`src/assert_macros.svh`:
```
// ----------------------------------------------------------------------------
// assertion macros
// shared concurrent assertion wrappers, empty under synthesis
// ----------------------------------------------------------------------------
`ifndef ASSERT_MACROS_SVH
`define ASSERT_MACROS_SVH

`ifndef SYNTHESIS

// checked outside reset
`define ASSERT_CLK_RST(label, clk, rst, prop, msg) \
  label: assert property (@(posedge clk) disable iff (rst) prop) else $error(msg);

// checked at every edge, reset included
`define ASSERT_CLK(label, clk, prop, msg) \
  label: assert property (@(posedge clk) prop) else $error(msg);

`else

`define ASSERT_CLK_RST(label, clk, rst, prop, msg)
`define ASSERT_CLK(label, clk, prop, msg)

`endif

`endif

```
`src/tmr_pkg.sv`:
```
// ----------------------------------------------------------------------------
// tmr_pkg
// types and constants of the text mode pixel renderer
// ----------------------------------------------------------------------------
package tmr_pkg;

  localparam int COLUMNS          = 80;
  localparam int ROWS             = 25;
  localparam int MAX_GLYPH_HEIGHT = 16;
  localparam int GLYPH_WIDTH      = 8;
  localparam int CURSOR_ROWS      = 2;

  localparam int CELL_COUNT = COLUMNS * ROWS;
  localparam int FONT_DEPTH = 256 * MAX_GLYPH_HEIGHT;
  localparam int CELL_AW    = $clog2(CELL_COUNT);
  localparam int FONT_AW    = $clog2(FONT_DEPTH);

  localparam int HEIGHT_W  = 5;
  localparam int PERIOD_W  = 10;
  localparam int CFG_DW    = 10;

  localparam logic [HEIGHT_W-1:0] HEIGHT_RESET  = 5'd8;
  localparam logic [PERIOD_W-1:0] PERIOD_RESET  = 10'd50;

  // pixel_y over glyph height, one quotient bit per step
  localparam int DIVIDEND_W = 9;
  localparam int DIVISOR_W  = 5;
  localparam int DIV_STEPS  = DIVIDEND_W;
  localparam int DIV_CW     = $clog2(DIV_STEPS);

  typedef enum logic [2:0] {
    ACT_WRITE_CELL = 3'd0,
    ACT_WRITE_FONT = 3'd1,
    ACT_SET_CURSOR = 3'd2,
    ACT_TICK       = 3'd3,
    ACT_RENDER     = 3'd4
  } action_t;

  typedef enum logic [0:0] {
    REG_GLYPH_HEIGHT = 1'b0,
    REG_BLINK_PERIOD = 1'b1
  } reg_index_t;

  typedef struct packed {
    logic [2:0] action;
    logic [6:0] column;
    logic [4:0] row;
    logic [7:0] char_code;
    logic [7:0] attribute;
    logic [3:0] glyph_row;
    logic [7:0] row_bits;
    logic [9:0] pixel_x;
    logic [8:0] pixel_y;
  } in_item_t;

  typedef struct packed {
    logic [3:0] pixel_color;
    logic       in_range;
    logic       cursor_shown;
  } out_item_t;

  typedef struct packed {
    logic                  done;
    logic [DIVIDEND_W-1:0] quotient;
    logic [DIVISOR_W-1:0]  remainder;
  } div_res_t;

endpackage

```
`src/tmr_div.sv`:
```
// ----------------------------------------------------------------------------
// tmr_div
// bit-serial restoring divider, pixel row over glyph height
// ----------------------------------------------------------------------------
module tmr_div import tmr_pkg::*; (
  input  logic                  clk,
  input  logic                  rst,
  input  logic                  start,
  input  logic [DIVIDEND_W-1:0] dividend,
  input  logic [DIVISOR_W-1:0]  divisor,
  output div_res_t              res
);

  logic                  busy;
  logic                  done;
  logic [DIV_CW-1:0]     count;
  logic [DIVIDEND_W-1:0] num;
  logic [DIVISOR_W-1:0]  rem;
  logic [DIVISOR_W-1:0]  dq;
  logic [DIVISOR_W-1:0]  trial;
  logic                  ge;
  logic [DIVISOR_W-1:0]  rem_next;

  // remainder stays below the divisor, which is at most sixteen
  always_comb begin
    trial    = {rem[DIVISOR_W-2:0], num[DIVIDEND_W-1]};
    ge       = (trial >= dq);
    rem_next = ge ? (trial - dq) : trial;
  end

  always_ff @(posedge clk) begin
    if (rst) begin
      busy  <= 1'b0;
      done  <= 1'b0;
      count <= '0;
    end else begin
      done <= 1'b0;
      if (start) begin
        busy  <= 1'b1;
        count <= '0;
      end else if (busy) begin
        count <= count + 1'b1;
        if (count == DIV_CW'(DIV_STEPS - 1)) begin
          busy <= 1'b0;
          done <= 1'b1;
        end
      end
    end
  end

  always_ff @(posedge clk) begin
    if (start) begin
      num <= dividend;
      rem <= '0;
      dq  <= divisor;
    end else if (busy) begin
      num <= {num[DIVIDEND_W-2:0], ge};
      rem <= rem_next;
    end
  end

  assign res.done      = done;
  assign res.quotient  = num;
  assign res.remainder = rem;

endmodule

```
`config.mk`:
```
export PLATFORM = sky130hd
export DESIGN_NAME = tmr_div
export DESIGN_NICKNAME = d
export VERILOG_FILES = /design/src/assert_macros.svh /design/src/tmr_pkg.sv /design/src/tmr_div.sv
export SDC_FILE = /design/constraint.sdc
export NUM_CORES = 1
export LEC_CHECK = 0
export BUFFER_PORTS_ARGS = -buffer_cell sky130_fd_sc_hd__clkbuf_2
export CAP_MARGIN = 0
export CORE_MARGIN = 1
export CORE_UTILIZATION = 46
export CTS_CLUSTER_DIAMETER = 80
export CTS_CLUSTER_SIZE = 8
export DETAILED_ROUTE_END_ITERATION = 8
export PLACE_DENSITY = 0.71
export SETUP_SLACK_MARGIN = 0.5
export SLEW_MARGIN = 40
export SYNTH_ARGS = -nofsm -noshare
export SYNTH_HDL_FRONTEND = slang
export SYNTH_SLANG_ARGS = --single-unit
```
`constraint.sdc`:
```
create_clock -name clk -period 1.9 [get_ports clk]
set_clock_uncertainty 0.1 [all_clocks]
set_input_delay 0.095 -clock clk [delete_from_list [all_inputs] [get_ports clk]]
set_output_delay 0.095 -clock clk [all_outputs]
set_load 0.03 [all_outputs]
```
==> impl_results.md <==
- Status: complete, but fails checks
- Failing checks: negative setup slack
- Mapped Cells: 102
- Root buf cell: clkbuf_4
- Total gr overflow: 0
- RePlAce Congestion: 0.8166
- CTS buffer count: 3
- Average wire per cell in the routed design: 12.38 µm
- GRT Overall Usage: 17.62%
- Vias in the first global route: 809
- R2R depth: 7
- Hold depth: 2
- DIE WIDTH: 53.58 µm
- Top-level I/O count: 32
- Num Clock Sinks: 25
- DR iter-0 viols: 9
- Seq. cell area: 644.4 µm²
- Largest net degree at the start of global routing: 29
- Pins Over Slew Limit: 0
- Number of buffers added on ports: 31
- Final net count: 182
- Die height: 53.58 µm
- Max cap viols: 0
- HPWL Detailed: 1.526 mm
- Worst-Margin Slew: 606.6 ps
- ANT cells: 0
- Layout fillers: 197
- RSZ-0062 raised after global routing: true
- Hold Crit Class: input port to flip-flop
- Final instance area: 1707 µm²
- DRT Pass-1 Iters: 4
- Worst Path Required: 2040 ps
- Clock H-tree levels: 1
- Finish-stage setup viols: 5
- Via Count: 907
- Core Region: 2500 µm²
- Initial antenna violation count: 0
- DRC viols: 0
- Area after DPL: 1460 µm²
- Syn Nets: 127
- Initial core utilization: 48.95%
- Relative slew slack: 59.56%
- Clock latency on the worst-skew pair: 320 ps
- Worst ir drop on vdd: 0.0005859 V
- Post-synthesis cell type count: 30
- FMAX: 509.2 MHz
- Synthesized area: 1224 µm²
- Final worst setup slack: -63.89 ps
- Hold slack final: 265.9 ps
- CP startpoint kind: flip-flop
- Multi-input gate area: 580.6 µm²
- Worst path arrival time: 2110 ps
- Vias/cell: 4.876
- Worst setup EP type: flip-flop
- Worst Path Max Fanout: 6
- Number of cell rows: 18
- Fraction of layout cells with a size suffix above 1: 44.23%
- Clk slew on worst S/H paths: 150 ps
- FF+latch count, synth: 25
- Register area share after synthesis: 52.35%
- Routed Antenna Nets: 0
- Die area: 2870 µm²
- Layout area overhead: 39.47%
- Min Clock Period, post-route: 1964 ps
- CTS tree: yes
- PD cells: 751.1 nW/µm²
- Syn Area/Cell: 12.00 µm²
- Final period util: 103.4%
- YS warnings: 0
- Final wirelength: 2.303 mm
- CTS Buffer Depth: 2
- First-pass GRT wire length: 3.532 mm
- Overall power: 1.282 mW
- Hold Vio Cnt, Final: 0
- Pleak: 0.7172 nW
- Kind of critical path: flip-flop to flip-flop
-- worst paths after layout --
check | to | start | slack [ps]
setup / recovery | rem[0]$_SDFFE_PP0P_ | dq[1]$_DFFE_PP_ | -60
hold / removal | rem[0]$_SDFFE_PP0P_ | start | 270
setup reg to reg | rem[0]$_SDFFE_PP0P_ | dq[1]$_DFFE_PP_ | -60
hold reg to reg | rem[4]$_SDFFE_PP0P_ | rem[4]$_SDFFE_PP0P_ | 400
-- per-stage QoR --
step           instances  setup WS, ps  util, %  setup TNS, ps
2_1_floorplan        102        -132.8        -         -298.1
3_3_place_gp         164         14.93    58.41              0
3_5_place_dp         164        -31.82    58.41         -55.26
4_1_cts              184        -76.09    66.87         -144.3
5_1_grt              186        -230.7    68.27         -755.3
6_report             186        -63.89    68.27         -178.0
-- where the power goes --
group          switching, mW  leakage [nW]  internal [mW]  total, mW
sequential            0.0339         0.231          0.623      0.656
combinational          0.192         0.472          0.193      0.385
clock                  0.160        0.0139         0.0802      0.241
total                  0.387         0.717          0.895       1.28
-- routing by layer --
metal	global-route usage [%]	wire length, µm
met1	21.81	1039
met2	30.83	1210
met4	5.263	15
met5	0	0
met3	3.390	37
-- cell families after synthesis --
kind of cell	count (synthesis)	synth area share, %
XOR/XNOR	6	4.294
buffers and inverters	13	4.294
flip-flops	25	52.35
AO/OA/AOI/OAI	11	6.442
adder cells (fa/ha/maj)	8	8.793
AND/OR/NAND/NOR	25	11.04
multiplexers	14	12.78
-- area by class of cell --
type	count	area share, %
Multi-Input combinational cell	64	34.02
Timing Repair Buffer	55	22.51
Clock buffer	3	1.320
Tap cell	30	2.199
Sequential cell	25	37.76
Clock inverter	1	0.4399
Inverter	8	1.760
-- synth_stat cells, drive strengths merged --
master,count,area [µm²]
nor2b,1,6.260
xor2,4,35.03
buf,2,11.26
nor2,7,26.28
nor3b,1,7.510
a21oi,4,20.02
ha,7,87.58
or3,1,6.260
nor3,5,25.02
edfxtp,14,420.4
fa,1,20.02
nor4b,1,8.760
a211oi,4,30.03
or2,1,6.260
mux2,10,116.4
nand2,4,15.01
or2b,1,7.510
clkbuf,3,11.26
o21a,1,7.510
inv,8,30.03
o21ai,2,21.27
xnor2,2,17.52
dfxtp,11,220.2
nand3b,1,7.510
mux2i,4,40.04
and4bb,1,12.51
nand4,1,6.260
-- critical path, cell delays in order (launching register included) --
cell      delay, ps
edfxtp_1        440
inv_2            60
ha_4            260
nand2_2          50
o21a_1          210
o21ai_4         240
mux2_4          320
a211oi_1        210
-- cell usage in the layout, fill, tap and decap left out, drive strengths merged, types with 2 or more instances in the layout --
cell type    count
xor2             4
ha               7
nor2             7
xnor2            2
mux2            10
o21ai            2
nand2            4
edfxtp          14
inv              8
a211oi           4
a21oi            4
buf              9
mux2i            4
nor3             5
dfxtp           11
dlygate4sd3     15
clkbuf          34
-- sequential cells by signal, indices dropped and copies added (netlist names) --
name	flops
rem	5
num	9
count	4
dq	5
done	1
busy	1
-- timing repair --
item	in CTS	in global routing
hold buffers	15	0
setup endpoints to repair	6	15
endpoints found under the hold margin	20	0
resized for setup	5	6
pin swaps	3	1
buffers inserted	1	2
Power figures use the tool's default switching activity.
